--- config.mk ---
export PLATFORM = sky130hd
export DESIGN_NAME = bmh_ctrl
export DESIGN_NICKNAME = d
export VERILOG_FILES = /design/src/rtl/core/bmh_pkg.sv /design/src/rtl/core/bmh_cmp.sv /design/src/rtl/core/bmh_ctrl.sv
export SDC_FILE = /design/constraint.sdc
export NUM_CORES = 1
export LEC_CHECK = 0
export ABC_CLOCK_PERIOD_IN_PS = 11800
export BUFFER_PORTS_ARGS = -buffer_cell sky130_fd_sc_hd__buf_2
export CORE_AREA = 2 2 199 201
export CTS_CLUSTER_DIAMETER = 30
export DETAILED_ROUTE_END_ITERATION = 8
export DIE_AREA = 0 0 201 203
export PLACE_DENSITY_LB_ADDON = 0.25
export SYNTH_ARGS = -nofsm -noshare
export SYNTH_HDL_FRONTEND = slang
export SYNTH_SLANG_ARGS = --single-unit
export TNS_END_PERCENT = 30
--- constraint.sdc ---
create_clock -name clk -period 11.8 [get_ports clk]
set_input_delay 1.18 -clock clk [delete_from_list [all_inputs] [get_ports clk]]
set_output_delay 1.18 -clock clk [all_outputs]
set_load 0.05 [all_outputs]
--- src/rtl/core/bmh_pkg.sv ---
// ---------------------------------------------------------------------------
// bmh_pkg
// Shared types, sizes and codes for the binary min-heap priority queue.
// ---------------------------------------------------------------------------
`timescale 1ns / 1ps

package bmh_pkg;

  localparam int CAPACITY    = 256;
  localparam int KEY_BITS    = 32;
  localparam int HANDLE_BITS = 16;

  // heap position, entry count, child index (one bit more than a position)
  localparam int ADDR_W = $clog2(CAPACITY);
  localparam int CNT_W  = $clog2(CAPACITY + 1);
  localparam int POS_W  = ADDR_W + 1;

  typedef logic [ADDR_W-1:0]      addr_t;
  typedef logic [CNT_W-1:0]       cnt_t;
  typedef logic [POS_W-1:0]       pos_t;
  typedef logic [KEY_BITS-1:0]    key_t;
  typedef logic [HANDLE_BITS-1:0] handle_t;

  typedef enum logic {
    OP_INSERT  = 1'b0,
    OP_EXTRACT = 1'b1
  } op_t;

  typedef enum logic [1:0] {
    STATUS_OK    = 2'd0,
    STATUS_EMPTY = 2'd1,
    STATUS_FULL  = 2'd2
  } status_t;

  typedef enum logic [2:0] {
    ST_IDLE,
    ST_UP_CMP,
    ST_UP_PUT,
    ST_EX_LOAD,
    ST_DN_CMP
  } state_t;

  typedef struct packed {
    op_t     op;
    key_t    key;
    handle_t handle;
  } in_item_t;

  typedef struct packed {
    status_t status;
    key_t    min_key;
    handle_t min_handle;
    cnt_t    count;
  } out_item_t;

  typedef struct packed {
    key_t    key;
    handle_t handle;
  } entry_t;

  // one write port, two read ports
  typedef struct packed {
    logic   we;
    addr_t  wr_addr;
    entry_t wr_data;
    addr_t  rd_addr_a;
    addr_t  rd_addr_b;
  } mem_req_t;

  // verdict of the key comparator
  typedef struct packed {
    logic move;
    logic pick_b;
  } cmp_res_t;

endpackage

--- src/rtl/core/bmh_cmp.sv ---
// ---------------------------------------------------------------------------
// bmh_cmp
// Shared key comparator used by both sift-up and sift-down steps.
// ---------------------------------------------------------------------------
`timescale 1ns / 1ps

module bmh_cmp (
  input  logic                down,
  input  bmh_pkg::key_t       mov_key,
  input  bmh_pkg::key_t       key_a,
  input  logic                valid_a,
  input  bmh_pkg::key_t       key_b,
  input  logic                valid_b,
  output bmh_pkg::cmp_res_t   res
);

  logic          a_win;
  logic          b_win;
  bmh_pkg::key_t best_key;

  always_comb begin
    // sift-down: strictly smaller child wins, left kept on ties
    a_win    = valid_a && (key_a < mov_key);
    best_key = a_win ? key_a : mov_key;
    b_win    = valid_b && (key_b < best_key);
    if (down) begin
      res.move   = a_win || b_win;
      res.pick_b = b_win;
    end else begin
      // sift-up: parent on port a moves down only if strictly greater
      res.move   = key_a > mov_key;
      res.pick_b = 1'b0;
    end
  end

endmodule

--- src/rtl/core/bmh_ctrl.sv ---
// ---------------------------------------------------------------------------
// bmh_ctrl
// Sequencer for insert (sift-up) and extract (sift-down) transactions.
// ---------------------------------------------------------------------------
`timescale 1ns / 1ps

module bmh_ctrl (
  input  logic                clk,
  input  logic                rst_n,
  input  logic                start,
  input  bmh_pkg::in_item_t   in_item,
  output logic                busy,
  output logic                out_valid,
  output bmh_pkg::out_item_t  out_item,
  output bmh_pkg::mem_req_t   mem_req,
  input  bmh_pkg::entry_t     rd_data_a,
  input  bmh_pkg::entry_t     rd_data_b
);

  bmh_pkg::state_t    state_r, state_nxt;
  bmh_pkg::addr_t     pos_r, pos_nxt;
  bmh_pkg::cnt_t      cnt_r, cnt_nxt;
  bmh_pkg::entry_t    mov_r, mov_nxt;
  bmh_pkg::entry_t    min_r, min_nxt;
  logic               out_valid_r, out_valid_nxt;
  bmh_pkg::out_item_t out_item_r, out_item_nxt;

  bmh_pkg::pos_t      child_l, child_r;
  bmh_pkg::addr_t     parent, grand, best;
  bmh_pkg::cmp_res_t  cmp_res;
  logic               accept;
  logic               is_full, is_empty;

  assign accept   = start && (state_r == bmh_pkg::ST_IDLE);
  assign is_full  = cnt_r == bmh_pkg::CNT_W'(bmh_pkg::CAPACITY);
  assign is_empty = cnt_r == '0;
  assign child_l  = {pos_r, 1'b1};
  assign child_r  = child_l + bmh_pkg::POS_W'(1);
  assign parent   = (pos_r - bmh_pkg::ADDR_W'(1)) >> 1;
  assign grand    = (parent - bmh_pkg::ADDR_W'(1)) >> 1;
  assign best     = cmp_res.pick_b ? child_r[bmh_pkg::ADDR_W-1:0]
                                   : child_l[bmh_pkg::ADDR_W-1:0];

  bmh_cmp u_cmp (
    .down    (state_r == bmh_pkg::ST_DN_CMP),
    .mov_key (mov_r.key),
    .key_a   (rd_data_a.key),
    .valid_a (child_l < bmh_pkg::POS_W'(cnt_r)),
    .key_b   (rd_data_b.key),
    .valid_b (child_r < bmh_pkg::POS_W'(cnt_r)),
    .res     (cmp_res)
  );

  always_ff @(posedge clk) begin
    if (!rst_n) begin
      state_r     <= bmh_pkg::ST_IDLE;
      cnt_r       <= '0;
      out_valid_r <= 1'b0;
    end else begin
      state_r     <= state_nxt;
      cnt_r       <= cnt_nxt;
      out_valid_r <= out_valid_nxt;
    end
  end

  always_ff @(posedge clk) begin
    pos_r      <= pos_nxt;
    mov_r      <= mov_nxt;
    min_r      <= min_nxt;
    out_item_r <= out_item_nxt;
  end

  always_comb begin
    state_nxt     = state_r;
    pos_nxt       = pos_r;
    cnt_nxt       = cnt_r;
    mov_nxt       = mov_r;
    min_nxt       = min_r;
    out_valid_nxt = 1'b0;
    out_item_nxt  = out_item_r;
    mem_req       = '0;

    case (state_r)
      bmh_pkg::ST_IDLE: begin
        if (accept) begin
          if (in_item.op == bmh_pkg::OP_INSERT) begin
            if (is_full) begin
              out_valid_nxt = 1'b1;
              out_item_nxt  = '{bmh_pkg::STATUS_FULL, '0, '0, cnt_r};
            end else begin
              mov_nxt = '{in_item.key, in_item.handle};
              cnt_nxt = cnt_r + bmh_pkg::CNT_W'(1);
              pos_nxt = bmh_pkg::ADDR_W'(cnt_r);
              if (is_empty) begin
                state_nxt = bmh_pkg::ST_UP_PUT;
              end else begin
                mem_req.rd_addr_a = bmh_pkg::ADDR_W'((cnt_r - bmh_pkg::CNT_W'(1)) >> 1);
                state_nxt         = bmh_pkg::ST_UP_CMP;
              end
            end
          end else begin
            if (is_empty) begin
              out_valid_nxt = 1'b1;
              out_item_nxt  = '{bmh_pkg::STATUS_EMPTY, '0, '0, cnt_r};
            end else begin
              // fetch root and last entry together
              mem_req.rd_addr_a = '0;
              mem_req.rd_addr_b = bmh_pkg::ADDR_W'(cnt_r - bmh_pkg::CNT_W'(1));
              state_nxt         = bmh_pkg::ST_EX_LOAD;
            end
          end
        end
      end

      bmh_pkg::ST_UP_CMP: begin
        // port a holds the parent of the hole at pos_r
        if (cmp_res.move) begin
          mem_req.we      = 1'b1;
          mem_req.wr_addr = pos_r;
          mem_req.wr_data = rd_data_a;
          pos_nxt         = parent;
          if (parent == '0) begin
            state_nxt = bmh_pkg::ST_UP_PUT;
          end else begin
            mem_req.rd_addr_a = grand;
          end
        end else begin
          mem_req.we      = 1'b1;
          mem_req.wr_addr = pos_r;
          mem_req.wr_data = mov_r;
          out_valid_nxt   = 1'b1;
          out_item_nxt    = '{bmh_pkg::STATUS_OK, '0, '0, cnt_r};
          state_nxt       = bmh_pkg::ST_IDLE;
        end
      end

      bmh_pkg::ST_UP_PUT: begin
        mem_req.we      = 1'b1;
        mem_req.wr_addr = pos_r;
        mem_req.wr_data = mov_r;
        out_valid_nxt   = 1'b1;
        out_item_nxt    = '{bmh_pkg::STATUS_OK, '0, '0, cnt_r};
        state_nxt       = bmh_pkg::ST_IDLE;
      end

      bmh_pkg::ST_EX_LOAD: begin
        min_nxt = rd_data_a;
        mov_nxt = rd_data_b;
        cnt_nxt = cnt_r - bmh_pkg::CNT_W'(1);
        pos_nxt = '0;
        if (cnt_r == bmh_pkg::CNT_W'(1)) begin
          out_valid_nxt = 1'b1;
          out_item_nxt  = '{bmh_pkg::STATUS_OK, rd_data_a.key, rd_data_a.handle, cnt_nxt};
          state_nxt     = bmh_pkg::ST_IDLE;
        end else begin
          mem_req.rd_addr_a = bmh_pkg::ADDR_W'(1);
          mem_req.rd_addr_b = bmh_pkg::ADDR_W'(2);
          state_nxt         = bmh_pkg::ST_DN_CMP;
        end
      end

      bmh_pkg::ST_DN_CMP: begin
        // ports hold the children of the hole at pos_r
        mem_req.we      = 1'b1;
        mem_req.wr_addr = pos_r;
        if (cmp_res.move) begin
          mem_req.wr_data   = cmp_res.pick_b ? rd_data_b : rd_data_a;
          pos_nxt           = best;
          mem_req.rd_addr_a = bmh_pkg::ADDR_W'({best, 1'b1});
          mem_req.rd_addr_b = bmh_pkg::ADDR_W'({best, 1'b1} + bmh_pkg::POS_W'(1));
        end else begin
          mem_req.wr_data = mov_r;
          out_valid_nxt   = 1'b1;
          out_item_nxt    = '{bmh_pkg::STATUS_OK, min_r.key, min_r.handle, cnt_r};
          state_nxt       = bmh_pkg::ST_IDLE;
        end
      end

      default: begin
        state_nxt = bmh_pkg::ST_IDLE;
      end
    endcase
  end

  assign busy      = state_r != bmh_pkg::ST_IDLE;
  assign out_valid = out_valid_r;
  assign out_item  = out_item_r;

  // entry count stays within capacity
  a_cnt_range: assert property (@(posedge clk) disable iff (!rst_n)
    cnt_r <= bmh_pkg::CNT_W'(bmh_pkg::CAPACITY))
    else $error("entry count above capacity");

  // every heap write lands inside the live region
  a_wr_live: assert property (@(posedge clk) disable iff (!rst_n)
    mem_req.we |-> (bmh_pkg::POS_W'(mem_req.wr_addr) < bmh_pkg::POS_W'(cnt_r)))
    else $error("heap write outside live entries");

  // sift-up compare never runs at the root
  a_up_not_root: assert property (@(posedge clk) disable iff (!rst_n)
    (state_r == bmh_pkg::ST_UP_CMP) |-> (pos_r != '0))
    else $error("sift-up compare at root");

  // flagged transactions carry zero entry and leave the count alone
  a_flag_zero: assert property (@(posedge clk) disable iff (!rst_n)
    out_valid_r && (out_item_r.status != bmh_pkg::STATUS_OK)
      |-> (out_item_r.min_key == '0) && (out_item_r.min_handle == '0)
          && (out_item_r.count == cnt_r))
    else $error("flagged result not clean");

  // a result strobe is a single-cycle pulse per transaction
  a_one_result: assert property (@(posedge clk) disable iff (!rst_n)
    out_valid_r && busy |=> !out_valid_r)
    else $error("result strobe repeated");

endmodule

# Word level (Yosys, flattened, before mapping)
# Cells that the tools add are included.
[op_classes]
n_addsub = 6
order_cmp = 5
eq_ne = 19
muxes = 58
n_reduce_logical = 16
[op_table]
columns = ["cell", "count"]
rows = [
  ["$mux W59", 7],
  ["$pmux W59 S5", 1],
  ["$mux W48", 6],
  ["$pmux W57 S3", 1],
  ["$mux W8", 12],
  ["$pmux W48 S2", 1],
  ["$lt A32 B32 Y1", 2],
  ["$pmux W8 S4", 2],
  ["$mux W9", 4],
  ["$gt A32 B32 Y1", 1],
  ["$mux W16", 2],
  ["$mux W32", 1],
  ["$mux W3", 8],
  ["$pmux W8 S3", 1],
  ["$add A9 B1 Y9 const B", 2],
  ["$lt A9 B9 Y1", 2],
  ["$pmux W9 S2", 1],
  ["$ne A2 B2 Y1 const B", 8],
  ["$ne A3 B3 Y1 const B", 5],
  ["$pmux W3 S4", 1],
  ["$eq A9 B1 Y1 const B", 1],
  ["$eq A9 B9 Y1 const B", 1],
  ["$logic_not A9 Y1", 1],
  ["$sub A9 B1 Y9 const B", 1],
  ["23 further kinds", 32],
]
[totals]
reg_bits = 176
out_inout_bits = 134
elab_cells = 116

# Depth between registers and ports, before layout
[depth]
word_depth = 11
depth_mapped = 27
depth_no_buf = 21

# Hierarchy
# Synthesis repeated with hierarchy kept, for this count alone.
[unflattened]
cells_unflattened = 1110
hier_area_um2 = 11026.8
[modules_own_cells]
columns = ["module", "n_inst", "cells_each", "area_each_um2"]
rows = [
  ["bmh_ctrl", 1, 838, 9186.3],
  ["bmh_cmp", 1, 272, 1840.5],
]

# Worst setup path before layout
# OpenSTA, ideal clock, no wires.
[synth_timing]
kind = "input to register"
startpoint = "input port rd_data_a[46] (netlist name)"
endpoint = "register out_item_r (netlist bit out_item[0]) (enable)"
setup_ns = 0.549
arrival_time_ns = 8.954
t_required_ns = 11.251
path_slack_ns = 2.297
path_stages = 19
path_buffers = 2
cell_sequence = "ha_1 nand4_1 nor4_2 inv_1 o311a_1 and3_1 buf_2 buf_1 mux2i_1 ha_1 nand4_1 or3_1 o311ai_1 a21o_1 a21oi_1 o21a_1 o21bai_1 or2_2 nor3_1"
[synth_between]
elab_chain_len = 9
word_cells_on_any_way = 11
cone_classes = "3 x order compare; 2 x eq/ne; 2 x mux; 4 x reduce/logical"
[synth_lines]
columns = ["item", "line_no", "text"]
rows = [
  ["start, declared", "bmh_ctrl.sv:16", "input bmh_pkg::entry_t rd_data_a,"],
  ["$lt A32 B32 Y1", "bmh_cmp.sv:23", "a_win = valid_a && (key_a < mov_key);"],
  ["$logic_and A1 B1 Y1", "bmh_cmp.sv:23", ""],
  ["$mux W32", "bmh_cmp.sv:24", "best_key = a_win ? key_a : mov_key;"],
  ["$lt A32 B32 Y1", "bmh_cmp.sv:25", "b_win = valid_b && (key_b < best_key);"],
  ["$logic_and A1 B1 Y1", "bmh_cmp.sv:25", ""],
  ["$logic_or A1 B1 Y1", "bmh_cmp.sv:27", "res.move = a_win || b_win;"],
  ["$mux W2 (*)", "bmh_cmp.sv:26", "if (down) begin"],
  ["$ne A2 B2 Y1 (no line)", "n/a", ""],
  ["$reduce_and A7 Y1 (no line) (*)", "n/a", ""],
  ["end signal, assigned", "bmh_ctrl.sv:70", "out_item_r <= out_item_nxt;"],
  ["end, declared", "bmh_ctrl.sv:26", "bmh_pkg::out_item_t out_item_r, out_item_nxt;"],
]
# Every way passes the cells marked *; elsewhere a longest branch is shown, timed or not.
# A chain may end at the register's enable or synchronous reset.

==> impl_metrics.json <==
{
  "r2r-start": "cnt_r[2]",
  "async_reset_ff_share_pct": 0,
  "first_global_vias": 9868,
  "wl_um": 40500,
  "area_growth_pct": 21.5,
  "holdBufCountCts": 0,
  "route.detailed.wl_per_inst_um": 20.4,
  "cp.arrival_ns": 7.68,
  "worst-r2r-cell-count": 19,
  "fin_crit_sh_pct": 75.1,
  "fin_crit_ns": 8.86,
  "setup_tns_ns": 0,
  "final_antenna_net_count": 0,
  "relSlewSlack_pct": 25.8,
  "cp.required_ns": 10.62,
  "setup_violations": 0,
  "routabilityCongestion": 0.933,
  "synthesis.nets": 1439,
  "fmax_mhz": 113,
  "die_h_um": 203,
  "h-tree-depth": 4,
  "crit_path_max_fanout": 50,
  "rrSetupSlack_ns": 4.78,
  "syn_avg_cell_area_um2": 9.54,
  "powerDensity_nw_per_um2": 259,
  "via_per_inst": 5.21,
  "cts.path.max_buffers": 2,
  "clock_sinks": 176,
  "hp-class": "reg -> reg",
  "cts_made_buffers": 17,
  "min_path_cells": 1,
  "ys_ff_latch": 176,
  "multi_input_area_um2": 5860,
  "slew_violations": 0,
  "yosysTopAreaCellShare_pct": 42.7,
  "ir_worst_vdd_uv": 142,
  "io_pins": 282,
  "grt_max_degree": 92,
  "dr.first_iter.drc_count": 661,
  "preCtsSetupSlack_ns": 2.94,
  "finalPower_mw": 3.61,
  "postCtsResizedCells": 0,
  "clk_latency_ns": 0.45,
  "fin_ws_ns": 2.94,
  "leakage_nw": 5.98,
  "cp-start-kind": "input pin",
  "rows": 72,
  "grt_usage_pct": 19.4,
  "coreArea_um2": 38500,
  "synthCells": 1203,
  "hold_start": "min_r[9]",
  "start_util_pct": 29.8,
  "clock_skew_ns": 0.0153,
  "yosysWarningCount": 0,
  "rsz0062_at_grt": "no",
  "grt_pass1_wl_um": 60100,
  "holdWs_ns": 0.528,
  "syn-cell-area_um2": 11500,
  "cts_setup_buffers": 0,
  "finalNonFillerCells": 1981,
  "dieArea_um2": 40800,
  "synth-edff-count": 163,
  "tightest_slew_ns": 1.11,
  "holdPathEnd": "out_item[18]",
  "drc": 0,
  "seqCellArea_um2": 5150,
  "io_buffers": 281,
  "finalNetCount": 1686,
  "dpl.cell_count": 1949,
  "yosysSeqAreaShare_pct": 44.9,
  "synth-main-ff-cell": "edfxtp_1",
  "r2r_end": "pos_r[1]",
  "run_status": "completed",
  "critPathKind": "in -> out",
  "diodes": 0,
  "vias": 10300,
  "antenna_found_initial": 1,
  "nFillCells": 3973,
  "grt-ovfl-total": 0,
  "synth_cell_types": 67,
  "cts_tree": "done",
  "firstDrtPassIters": 5,
  "clk_pin_slew_worst_paths_ns": 0.07,
  "root_buffer": "clkbuf_16",
  "chipWidth_um": 201,
  "hpwl_um": 29600,
  "max_cap_violations": 0,
  "layout-drive-gt1-share_pct": 23.7,
  "yosys.area.top_type": "edfxtp_1",
  "end_kind": "output pin",
  "hold_viol": 0,
  "synth.area.top_cells": "edfxtp_1, ha_1, nand2_1, a22o_1, a21oi_1"
}
-- placed cells by master, fill, tap and decap left out, drive strengths merged, types with 9 or more instances in the layout --
master | synthesis | routed
a211oi | 31 | 31
a21o | 35 | 35
a21oi | 68 | 68
a22o | 53 | 53
a31oi | 21 | 21
buf | 25 | 297
clkbuf | 44 | 18
dfxtp | 13 | 13
edfxtp | 163 | 163
ha | 88 | 88
inv | 53 | 56
mux2i | 31 | 31
nand2 | 261 | 261
nand3 | 21 | 21
nand4 | 15 | 15
nor2 | 53 | 53
nor2b | 12 | 12
nor3 | 19 | 19
o21ai | 61 | 61
xnor2 | 37 | 37
xor2 | 9 | 9
-- synth_stat cells, types with 5 or more instances --
| master | n |
|---|---|
| nor2_1 | 52 |
| a211oi_1 | 31 |
| xor2_1 | 9 |
| inv_1 | 53 |
| nand2_1 | 261 |
| a21oi_1 | 68 |
| nor3_1 | 18 |
| dfxtp_1 | 13 |
| nor4_1 | 5 |
| and3_1 | 6 |
| edfxtp_1 | 163 |
| ha_1 | 88 |
| clkbuf_1 | 44 |
| a31oi_1 | 21 |
| buf_1 | 9 |
| nand4_1 | 15 |
| o21a_1 | 6 |
| nand3_1 | 21 |
| a21o_1 | 35 |
| a22o_1 | 53 |
| buf_2 | 14 |
| xnor2_1 | 37 |
| mux2i_1 | 31 |
| o21ai_0 | 59 |
| nor2b_1 | 12 |
| o22ai_1 | 5 |
-- logic make-up (layout without fill, tap and decap cells) --
| kind of cell | Yosys count | after routing | share of synthesized area (%) |
|---|---|---|---|
| AO/OA/AOI/OAI | 318 | 318 | 18.9 |
| flip-flops | 176 | 176 | 44.9 |
| XOR/XNOR | 46 | 46 | 3.51 |
| multiplexers | 31 | 31 | 2.70 |
| AND/OR/NAND/NOR | 421 | 421 | 16.1 |
| buffers and inverters | 123 | 383 | 4.27 |
| adder cells (fa/ha/maj) | 88 | 88 | 9.60 |
-- worst max-delay path: stages --
cell and delay [ns]:
buf_2 0.14, ha_1 0.32, a21oi_1 0.14, o21ai_0 0.14
a221oi_1 0.55, o311a_1 0.34, and3_2 0.19, buf_4 0.53
mux2i_1 0.26, ha_1 0.27, a21o_1 0.18, a2111oi_2 0.35
o311ai_1 0.15, a21o_1 0.22, or3_4 0.42, o41a_1 0.66
nor2_4 0.17, buf_4 0.59, a21oi_1 0.16, a211oi_1 0.27
a21o_1 0.13, buf_2 0.26
-- sequential cells by signal, summed over array words and instances, names as in the netlist --
| name | count |
|---|---|
| out_item | 59 |
| mov_r | 48 |
| state_r | 3 |
| out_valid | 1 |
| pos_r | 8 |
| cnt_r | 9 |
| min_r | 48 |
-- per-layer routing --
layer / GRT usage (%) / wire, um
met2: 31.5 / 19100
met3: 3.63 / 2380
met5: 0 / 0
met1: 25.5 / 18000
met4: 7.43 / 1010
-- report_power, final --
part           leakage (nW)  internal, mW  switching (mW)
Clock                 0.252         0.289           0.256
Sequential             1.65         0.922           0.107
Combinational          4.07         0.497            1.54
Total                  5.98          1.71            1.90
-- per-stage QoR --
step,instance area (um2),utilization [%]
floorplan,11500,-
global placement,13400,34.8
detailed placement,13400,34.8
CTS,13900,36.2
global route,13900,36.2
finish,13900,36.2
-- cell type report --
cell class,count,share of cell area [%]
clock buffer,18,3.08
clock inverter,14,0.826
inverter,54,1.49
multi-input combinational,904,42.0
sequential,176,37.0
tap,518,4.65
timing repair buffer,297,10.9
-- worst max-delay path by stage --
stage | from | to | slack [ns] | cells past startpoint
5_1_grt | rd_data_a[33] | mem_req[62] | 2.62 | 22
3_3_place_gp | rd_data_a[35] | mem_req[6] | 2.96 | 23
2_1_floorplan | rd_data_a[46] | out_item[0] | 2.30 | 19
3_5_place_dp | rd_data_a[35] | mem_req[44] | 2.94 | 22
6_report | rd_data_a[35] | mem_req[44] | 2.94 | 22
4_1_cts | rd_data_a[35] | mem_req[44] | 2.95 | 22
Power figures use the tool's default switching activity.
